==> config.mk <==
export PLATFORM = sky130hd
export DESIGN_NAME = qmr_combine_stage
export DESIGN_NICKNAME = d
export VERILOG_FILES = /design/src/design/quaternion_multiply_rotate_unit_macros.svh /design/src/design/qmr_pkg.sv /design/src/design/qmr_combine_stage.sv
export SDC_FILE = /design/constraint.sdc
export NUM_CORES = 2
export LEC_CHECK = 0
export BUFFER_PORTS_ARGS = -buffer_cell sky130_fd_sc_hd__buf_2
export CAP_MARGIN = 20
export CELL_PAD_IN_SITES_DETAIL_PLACEMENT = 1
export CELL_PAD_IN_SITES_GLOBAL_PLACEMENT = 2
export CORE_AREA = 2 2 467 469
export CTS_BUF_LIST = sky130_fd_sc_hd__clkbuf_8
export DETAILED_ROUTE_END_ITERATION = 16
export DIE_AREA = 0 0 469 471
export HOLD_SLACK_MARGIN = 0.02
export PLACE_DENSITY_LB_ADDON = 0.1
export SLEW_MARGIN = 20
export SYNTH_ARGS = -nofsm -noshare
export SYNTH_HDL_FRONTEND = slang
export SYNTH_SLANG_ARGS = --single-unit
==> constraint.sdc <==
create_clock -name clock -period 15.01 [get_ports clock]
set_clock_uncertainty 0.15 [all_clocks]
set_input_delay 1.501 -clock clock [delete_from_list [all_inputs] [get_ports clock]]
set_output_delay 1.501 -clock clock [all_outputs]
set_load 0.05 [all_outputs]
==> src/design/quaternion_multiply_rotate_unit_macros.svh <==
// ---------------------------------------------------------------------------
// Quaternion unit assertion macros
// Shorthand for the concurrent checks at the end of the top level.
// ---------------------------------------------------------------------------
`ifndef QUATERNION_MULTIPLY_ROTATE_UNIT_MACROS_SVH
`define QUATERNION_MULTIPLY_ROTATE_UNIT_MACROS_SVH

// same-cycle implication
`define QMR_ASSERT_IMP(label, clk, rst, ante, cons) \
   label: assert property (@(posedge clk) disable iff (rst) (ante) |-> (cons)) \
      else $error("quaternion unit: implication check failed");

// implication after a fixed number of cycles
`define QMR_ASSERT_DELAY(label, clk, rst, ante, n, cons) \
   label: assert property (@(posedge clk) disable iff (rst) (ante) |-> ##n (cons)) \
      else $error("quaternion unit: latency check failed");

`endif

==> src/design/qmr_pkg.sv <==
// ---------------------------------------------------------------------------
// Quaternion multiply / rotate package
// Widths, action codes, payload and stage types, saturation helper.
// ---------------------------------------------------------------------------
`default_nettype none

package qmr_pkg;

   // number format: signed Q2.13 at 16 bits
   localparam int DATA_WIDTH = 16;
   localparam int FRAC_BITS  = DATA_WIDTH - 3;

   // internal widths
   localparam int PROD_W    = 2 * DATA_WIDTH;       // one component product
   localparam int QSUM_W    = PROD_W + 2;           // sum of four products
   localparam int QRND_W    = QSUM_W - FRAC_BITS;   // rounded product sum
   localparam int ENT_SUM_W = PROD_W + 3;           // 1 + 2*(pq + rs), exact
   localparam int ENT_W     = ENT_SUM_W - FRAC_BITS; // rounded matrix entry
   localparam int RPROD_W   = ENT_W + DATA_WIDTH;   // entry times vector
   localparam int RSUM_W    = RPROD_W + 2;          // sum of three
   localparam int RRND_W    = RSUM_W - FRAC_BITS;   // rounded rotation sum

   // action codes
   localparam logic [1:0] ACT_PRODUCT     = 2'd0;
   localparam logic [1:0] ACT_ROTATE      = 2'd1;
   localparam logic [1:0] ACT_ROTATE_CONJ = 2'd2;
   localparam logic [1:0] ACT_UNUSED      = 2'd3;

   // component slots: x, y, z, w
   localparam int C_X = 0;
   localparam int C_Y = 1;
   localparam int C_Z = 2;
   localparam int C_W = 3;

   // matrix product slots
   localparam int MP_XX = 0;
   localparam int MP_YY = 1;
   localparam int MP_ZZ = 2;
   localparam int MP_XY = 3;
   localparam int MP_XZ = 4;
   localparam int MP_YZ = 5;
   localparam int MP_XW = 6;
   localparam int MP_YW = 7;
   localparam int MP_ZW = 8;

   // saturation limits at rounded-sum width
   localparam logic signed [RRND_W-1:0] SAT_MAX = RRND_W'((2 ** (DATA_WIDTH - 1)) - 1);
   localparam logic signed [RRND_W-1:0] SAT_MIN = RRND_W'(-(2 ** (DATA_WIDTH - 1)));

   typedef logic signed [DATA_WIDTH-1:0] data_type;
   typedef logic signed [PROD_W-1:0]     prod_type;
   typedef logic signed [QRND_W-1:0]     qrnd_type;
   typedef logic signed [ENT_W-1:0]      ent_type;
   typedef logic signed [RPROD_W-1:0]    rprod_type;

   typedef struct packed {
      logic [1:0] action;
      data_type   a_x;
      data_type   a_y;
      data_type   a_z;
      data_type   a_w;
      data_type   b_x;
      data_type   b_y;
      data_type   b_z;
      data_type   b_w;
   } req_type;

   typedef struct packed {
      data_type res_x;
      data_type res_y;
      data_type res_z;
      data_type res_w;
      logic     saturated;
   } rsp_type;

   // control travelling alongside each stage
   typedef struct packed {
      logic       valid;
      logic [1:0] action;
   } ctrl_type;

   typedef struct packed {
      data_type value;
      logic     clipped;
   } sat_type;

   // after the multiplier stage
   typedef struct packed {
      prod_type [15:0] qprod;   // a_i * b_j at i*4 + j
      prod_type [8:0]  mprod;
      data_type [2:0]  vec;
   } s1_type;

   // after the combine stage
   typedef struct packed {
      qrnd_type [3:0] qrnd;
      ent_type  [8:0] ent;      // row-major, row r gives result component r
      data_type [2:0] vec;
   } s2_type;

   // after the apply stage
   typedef struct packed {
      data_type  [3:0] qres;
      logic            qclip;
      rprod_type [8:0] rprod;
   } s3_type;

   // clip a rounded sum to the output range
   function automatic sat_type saturate(input logic signed [RRND_W-1:0] v);
      sat_type r;
      r.clipped = 1'b0;
      r.value   = v[DATA_WIDTH-1:0];
      if (v > SAT_MAX) begin
         r.clipped = 1'b1;
         r.value   = SAT_MAX[DATA_WIDTH-1:0];
      end else if (v < SAT_MIN) begin
         r.clipped = 1'b1;
         r.value   = SAT_MIN[DATA_WIDTH-1:0];
      end
      return r;
   endfunction

endpackage

`default_nettype wire

==> src/design/qmr_combine_stage.sv <==
// ---------------------------------------------------------------------------
// Quaternion unit, combine stage
// Sums the Hamilton product terms and rounds them; builds and rounds the
// nine rotation matrix entries, conjugated when asked.
// ---------------------------------------------------------------------------
`default_nettype none

module qmr_combine_stage (
   input  wire logic              clock,
   input  wire logic              reset,
   input  wire qmr_pkg::ctrl_type ctrl_i,
   input  wire qmr_pkg::s1_type   data_i,
   output qmr_pkg::ctrl_type      ctrl_o,
   output qmr_pkg::s2_type        data_o
);

   localparam logic signed [qmr_pkg::QSUM_W-1:0] Q_HALF =
      qmr_pkg::QSUM_W'(1) <<< (qmr_pkg::FRAC_BITS - 1);
   localparam logic signed [qmr_pkg::ENT_SUM_W-1:0] E_HALF =
      qmr_pkg::ENT_SUM_W'(1) <<< (qmr_pkg::FRAC_BITS - 1);
   localparam logic signed [qmr_pkg::ENT_SUM_W-1:0] E_ONE =
      qmr_pkg::ENT_SUM_W'(1) <<< (2 * qmr_pkg::FRAC_BITS);

   qmr_pkg::ctrl_type ctrl_ff;
   qmr_pkg::ctrl_type ctrl_in;
   qmr_pkg::s2_type   data_ff;
   qmr_pkg::s2_type   data_in;

   logic signed [qmr_pkg::QSUM_W-1:0]    qsum [4];
   logic signed [qmr_pkg::ENT_SUM_W-1:0] xw;
   logic signed [qmr_pkg::ENT_SUM_W-1:0] yw;
   logic signed [qmr_pkg::ENT_SUM_W-1:0] zw;

   function automatic logic signed [qmr_pkg::QSUM_W-1:0] qext(input qmr_pkg::prod_type p);
      return qmr_pkg::QSUM_W'(p);
   endfunction

   function automatic logic signed [qmr_pkg::ENT_SUM_W-1:0] eext(input qmr_pkg::prod_type p);
      return qmr_pkg::ENT_SUM_W'(p);
   endfunction

   // round half up
   function automatic qmr_pkg::qrnd_type qround(input logic signed [qmr_pkg::QSUM_W-1:0] s);
      logic signed [qmr_pkg::QSUM_W-1:0] t;
      t = s + Q_HALF;
      return t[qmr_pkg::QSUM_W-1:qmr_pkg::FRAC_BITS];
   endfunction

   // entry = [1 +] 2*s, rounded
   function automatic qmr_pkg::ent_type entry(input logic one,
                                              input logic signed [qmr_pkg::ENT_SUM_W-1:0] s);
      logic signed [qmr_pkg::ENT_SUM_W-1:0] t;
      t = (s <<< 1) + E_HALF;
      if (one) begin
         t = t + E_ONE;
      end
      return t[qmr_pkg::ENT_SUM_W-1:qmr_pkg::FRAC_BITS];
   endfunction

   always_comb begin
      // Hamilton product sums
      qsum[qmr_pkg::C_W] = qext(data_i.qprod[qmr_pkg::C_W*4 + qmr_pkg::C_W])
                         - qext(data_i.qprod[qmr_pkg::C_X*4 + qmr_pkg::C_X])
                         - qext(data_i.qprod[qmr_pkg::C_Y*4 + qmr_pkg::C_Y])
                         - qext(data_i.qprod[qmr_pkg::C_Z*4 + qmr_pkg::C_Z]);
      qsum[qmr_pkg::C_X] = qext(data_i.qprod[qmr_pkg::C_W*4 + qmr_pkg::C_X])
                         + qext(data_i.qprod[qmr_pkg::C_X*4 + qmr_pkg::C_W])
                         + qext(data_i.qprod[qmr_pkg::C_Y*4 + qmr_pkg::C_Z])
                         - qext(data_i.qprod[qmr_pkg::C_Z*4 + qmr_pkg::C_Y]);
      qsum[qmr_pkg::C_Y] = qext(data_i.qprod[qmr_pkg::C_W*4 + qmr_pkg::C_Y])
                         - qext(data_i.qprod[qmr_pkg::C_X*4 + qmr_pkg::C_Z])
                         + qext(data_i.qprod[qmr_pkg::C_Y*4 + qmr_pkg::C_W])
                         + qext(data_i.qprod[qmr_pkg::C_Z*4 + qmr_pkg::C_X]);
      qsum[qmr_pkg::C_Z] = qext(data_i.qprod[qmr_pkg::C_W*4 + qmr_pkg::C_Z])
                         + qext(data_i.qprod[qmr_pkg::C_X*4 + qmr_pkg::C_Y])
                         - qext(data_i.qprod[qmr_pkg::C_Y*4 + qmr_pkg::C_X])
                         + qext(data_i.qprod[qmr_pkg::C_Z*4 + qmr_pkg::C_W]);

      data_in.qrnd[qmr_pkg::C_X] = qround(qsum[qmr_pkg::C_X]);
      data_in.qrnd[qmr_pkg::C_Y] = qround(qsum[qmr_pkg::C_Y]);
      data_in.qrnd[qmr_pkg::C_Z] = qround(qsum[qmr_pkg::C_Z]);
      data_in.qrnd[qmr_pkg::C_W] = qround(qsum[qmr_pkg::C_W]);

      // conjugate: negating x, y, z flips only the w cross terms
      xw = eext(data_i.mprod[qmr_pkg::MP_XW]);
      yw = eext(data_i.mprod[qmr_pkg::MP_YW]);
      zw = eext(data_i.mprod[qmr_pkg::MP_ZW]);
      if (ctrl_i.action == qmr_pkg::ACT_ROTATE_CONJ) begin
         xw = -xw;
         yw = -yw;
         zw = -zw;
      end

      // rotation matrix rows
      data_in.ent[0] = entry(1'b1, -(eext(data_i.mprod[qmr_pkg::MP_YY])
                                   + eext(data_i.mprod[qmr_pkg::MP_ZZ])));
      data_in.ent[1] = entry(1'b0, eext(data_i.mprod[qmr_pkg::MP_XY]) - zw);
      data_in.ent[2] = entry(1'b0, eext(data_i.mprod[qmr_pkg::MP_XZ]) + yw);
      data_in.ent[3] = entry(1'b0, eext(data_i.mprod[qmr_pkg::MP_XY]) + zw);
      data_in.ent[4] = entry(1'b1, -(eext(data_i.mprod[qmr_pkg::MP_XX])
                                   + eext(data_i.mprod[qmr_pkg::MP_ZZ])));
      data_in.ent[5] = entry(1'b0, eext(data_i.mprod[qmr_pkg::MP_YZ]) - xw);
      data_in.ent[6] = entry(1'b0, eext(data_i.mprod[qmr_pkg::MP_XZ]) - yw);
      data_in.ent[7] = entry(1'b0, eext(data_i.mprod[qmr_pkg::MP_YZ]) + xw);
      data_in.ent[8] = entry(1'b1, -(eext(data_i.mprod[qmr_pkg::MP_XX])
                                   + eext(data_i.mprod[qmr_pkg::MP_YY])));

      data_in.vec = data_i.vec;
      ctrl_in     = ctrl_i;
   end

   // stage valid
   always_ff @(posedge clock) begin
      if (reset) begin
         ctrl_ff.valid <= 1'b0;
      end else begin
         ctrl_ff.valid <= ctrl_in.valid;
      end
   end

   // payload
   always_ff @(posedge clock) begin
      ctrl_ff.action <= ctrl_in.action;
      data_ff        <= data_in;
   end

   assign ctrl_o = ctrl_ff;
   assign data_o = data_ff;

endmodule

`default_nettype wire

---- Word level (Yosys, flattened, before mapping) ----
Index checks and enable logic that the tools add are counted.
word-level totals
  register bits ........................... 333
  bits of input ports ..................... 853
  output and inout bits ................... 333
  logic and storage cells ................. 65
cells by class
  add/subtract/negate cells ............... 43
  eq/ne operators ......................... 1
  muxes and demuxes ....................... 3
operators with widths
  cell                                                              number
  35-bit by 14-bit adder with 35-bit output, second input constant  9
  32-bit by 32-bit adder with 33-bit output                         5
  34-bit by 14-bit adder with 34-bit output, second input constant  4
  35-bit by 28-bit adder with 35-bit output, second input constant  3
  32-bit by 34-bit adder with 34-bit output                         3
  34-bit 2-to-1 mux                                                 3
  32-bit negation with 34-bit output                                3
  33-bit negation with 34-bit output                                3
  32-bit by 34-bit subtractor with 34-bit output                    3
  33-bit by 32-bit adder with 34-bit output                         2
  34-bit by 32-bit adder with 34-bit output                         2
  33-bit by 32-bit subtractor with 34-bit output                    2
  34-bit by 32-bit subtractor with 34-bit output                    2
  32-bit by 32-bit subtractor with 33-bit output                    2
  2-bit equality test, second input constant                        1

---- Longest topological paths before layout ----
  depth in word-level cells ............... 4
  gate-level depth with buffers ........... 23
  gate-level depth less buffers ........... 23

---- Worst setup path after synthesis ----
No wires, ideal clock.
  path type ............................... input to register
  start point ............................. in data_i[309] (netlist name)
  end point ............................... reg data_ff, in the netlist data_o[89]
  library setup time ...................... 57 ps
  data arrival time ....................... 7052 ps
  required time ........................... 14803 ps
  slack ................................... 7751 ps
  stages on the path ...................... 22
  buffers on the path ..................... 3
  cells stage by stage .................... or4_1 > or3_1 > or4_1 > nor2_1 > and3_1 > buf_2 > a21oi_1 > xor2_1 > ha_1 > buf_2 > inv_2 > a21o_1 > or4_1 > and2_0 > a211oi_1 > o2111ai_1 > or4b_1 > or4b_1 > buf_2 > or4_1 > nand3_1 > or4_1
RTL lines
  item                  RTL line                  RTL
  start, declared       qmr_combine_stage.sv:12   input wire qmr_pkg::s1_type data_i,
  end signal, assigned  qmr_combine_stage.sv:124  data_ff <= data_in;
  end, declared         qmr_combine_stage.sv:26   qmr_pkg::s2_type data_ff;

==> results.sh <==
export IMPL_setup_tns_ps=0
export IMPL_drc=0
export IMPL_synth_edff_count=0
export IMPL_rsz0062_at_grt="no"
export IMPL_synthTopCellsByArea="ha_1 20%, dfxtp_1 16%, fa_1 12%, xnor2_1 7.3%, inv_1 7.1%"
export IMPL_die_y_um=471
export IMPL_grt_pass1_wl_um=271000
export IMPL_post_cts_setup_buffer_count=0
export IMPL_via_count=37975
export IMPL_antenna_found_initial=89
export IMPL_crit_top_cell="or4_1"
export IMPL_p_sw_uw=3830
export IMPL_area_growth_pct=27.6
export IMPL_critPathMaxFanout=16
export IMPL_netlist_area_um2=40400
export IMPL_die_w_um=469
export IMPL_dpl_hpwl_um=166000
export IMPL_start_util=0.187
export IMPL_drive_gt1_frac=0.228
export IMPL_cp_end_kind="flip-flop"
export IMPL_path_cells="buf_2, or4_1, or3_1, or4_1, nor2_1, and3_1, nor2_1, xor2_1, ha_1, a21oi_1, or4_1, and2_0, a211oi_1, o2111ai_1, or4b_1, or4b_1, or4_1, nand3_1, or4_1"
export IMPL_sw_frac_of_total=0.530
export IMPL_cts_hold_buf=0
export IMPL_hp_class="primary input to flip-flop"
export IMPL_cp_arrival_ps=8210
export IMPL_p_int_uw=3390
export IMPL_dieArea_um2=221000
export IMPL_stdcell_area_um2=51600
export IMPL_ioPinCount=1186
export IMPL_track_usage=0.165
export IMPL_netlist_cell_type_count=94
export IMPL_cts_tree="yes"
export IMPL_peakVddDrop_mv=0.102
export IMPL_wl_um=186000
export IMPL_cp_slowest_cell="ha_1"
export IMPL_fin_crit_ps=7590
export IMPL_relSlewSlack=0.317
export IMPL_combinationalPowerShare=0.634
export IMPL_numCtsBuffers=84
export IMPL_num_rows=171
export IMPL_fmax_mhz=132
export IMPL_finalPower_uw=7220
export IMPL_status="finished, final reports clean"
export IMPL_grt_pass1_vias=41967
export IMPL_grt_max_degree=43
export IMPL_clkPwrFrac=0.180
export IMPL_drv_cap=0
export IMPL_clk_path_buf_depth=3
export IMPL_synth_top_area_cell="ha_1"
export IMPL_cts_sinks=333
export IMPL_crit_type="primary input to flip-flop"
export IMPL_worst_pin_slew_ps=1010
export IMPL_placed_cell_area_um2=49600
export IMPL_crit_path_max_incr_delay_ps=680
export IMPL_wl_per_cell_um=20.9
export IMPL_grt_overflow=0
export IMPL_min_period_over_period=0.505
export IMPL_clkSlewWorstSetupHoldPaths_ps=70
export IMPL_synth_top_cells_by_count="768 x inv_1, 662 x ha_1, 336 x xnor2_1"
export IMPL_p_leak_uw=0.0258
export IMPL_start_kind="primary input"
export IMPL_p_per_area_nw_per_um2=140
export IMPL_synth_flop_cell="dfxtp_1"
export IMPL_worst_path_dominant_cell_family="simple AND/OR/NAND/NOR gates"
export IMPL_ys_seq_area_frac=0.165
export IMPL_cts_repair_resized=0
export IMPL_final_hold_viol_count=0
export IMPL_cts_root_buffer="clkbuf_8"
export IMPL_first_iter_violations=1175
export IMPL_hp_start="data_i[46]"
export IMPL_coreArea_um2=216000
export IMPL_required_ps=15630
export IMPL_path_buf_inv=1
export IMPL_ant_nets=0
export IMPL_place_congestion=0.817
export IMPL_cp_startpoint="data_i[309]"
export IMPL_yosysWarnings=0
export IMPL_firstDrtPassIters=5
export IMPL_syn_inst=4774
export IMPL_whs_ps=590
export IMPL_ys_seq_elements=333
export IMPL_viasPerCell=4.26
export IMPL_syn_nets=6541
export IMPL_layout_nets=7728
export IMPL_slew_violations=0
export IMPL_synthArstFlopShare=0
export IMPL_port_buffers=1185
export IMPL_synth_top_area_frac=0.205
export IMPL_setup_violations_final=0
export IMPL_power_frac_seq=0.186
export IMPL_avgSynthCellArea_um2=8.47
export IMPL_yosysMostFrequentCell="inv_1"
export IMPL_htree_levels=3
==> layout make-up <==
cell class / instances / area, µm²
Fill cell: 25935 / 165000
Multi-Input combinational cell: 3569 / 30500
Sequential cell: 333 / 6670
Timing Repair Buffer: 1191 / 5980
Tap cell: 2854 / 3570
Inverter: 782 / 2940
Clock buffer: 108 / 1490
Clock inverter: 45 / 358
Antenna cell: 28 / 70.1
==> power by group through the flow <==
stage          clock, µW  combinational [µW]  sequential, µW
6_report            1300                4570            1340
3_5_place_dp           0                4640            1360
4_1_cts             1390                4680            1350
2_1_floorplan          0                2050            2500
3_3_place_gp           0                4670            1360
5_1_grt             1420                5060            1380
==> metrics by stage <==
stage / cells / utilization / setup slack, ps
4_1_cts: 8882 / 0.238 / 7550
2_1_floorplan: 4774 / - / 7750
6_report: 8910 / 0.239 / 7420
3_5_place_dp: 8729 / 0.230 / 6600
3_3_place_gp: 8729 / 0.230 / 6530
5_1_grt: 8901 / 0.239 / 7060
==> flip-flops by register name (all words and copies together) (netlist names) <==
name	cells
data_o	330
ctrl_o	3
==> final timing paths <==
check | to | slack, ps | depth (start not counted)
setup / recovery | data_o[89] | 7420 | 19
hold / removal | data_o[46] | 590 | 1
==> cell usage in the layout (no fill, tap or decap), types with 57 or more instances in the layout <==
cell,Yosys,layout
inv_1,768,794
nor2_1,277,277
nand2_1,202,202
dfxtp_1,333,333
nand3_1,101,101
o21ai_0,136,136
a211oi_1,57,57
a21oi_1,295,295
clkbuf_8,0,108
ha_1,662,662
a21o_1,121,121
xor2_1,177,177
fa_1,252,252
nand4_1,57,57
buf_2,6,1185
nor3_1,114,114
xnor2_1,336,336
==> per-layer routing <==
metal / track usage / part of all wire / up-vias
li1: - / - / 18712
met1: 0.193 / 0.42 / 18118
met2: 0.293 / 0.50 / 833
met3: 0.0450 / 0.059 / 278
met4: 0.0433 / 0.027 / 34
met5: 0 / 0.0011 / -
==> logic make-up after synthesis <==
logic type / Yosys count / synth area share
AND/OR/NAND/NOR: 1163 / 0.150
AO/OA/AOI/OAI: 966 / 0.160
adder cells (fa/ha/maj): 915 / 0.330
buffers and inverters: 872 / 0.0811
XOR/XNOR: 513 / 0.111
flip-flops: 333 / 0.165
multiplexers: 12 / 0.00306
(Power assumes the default switching activity.)
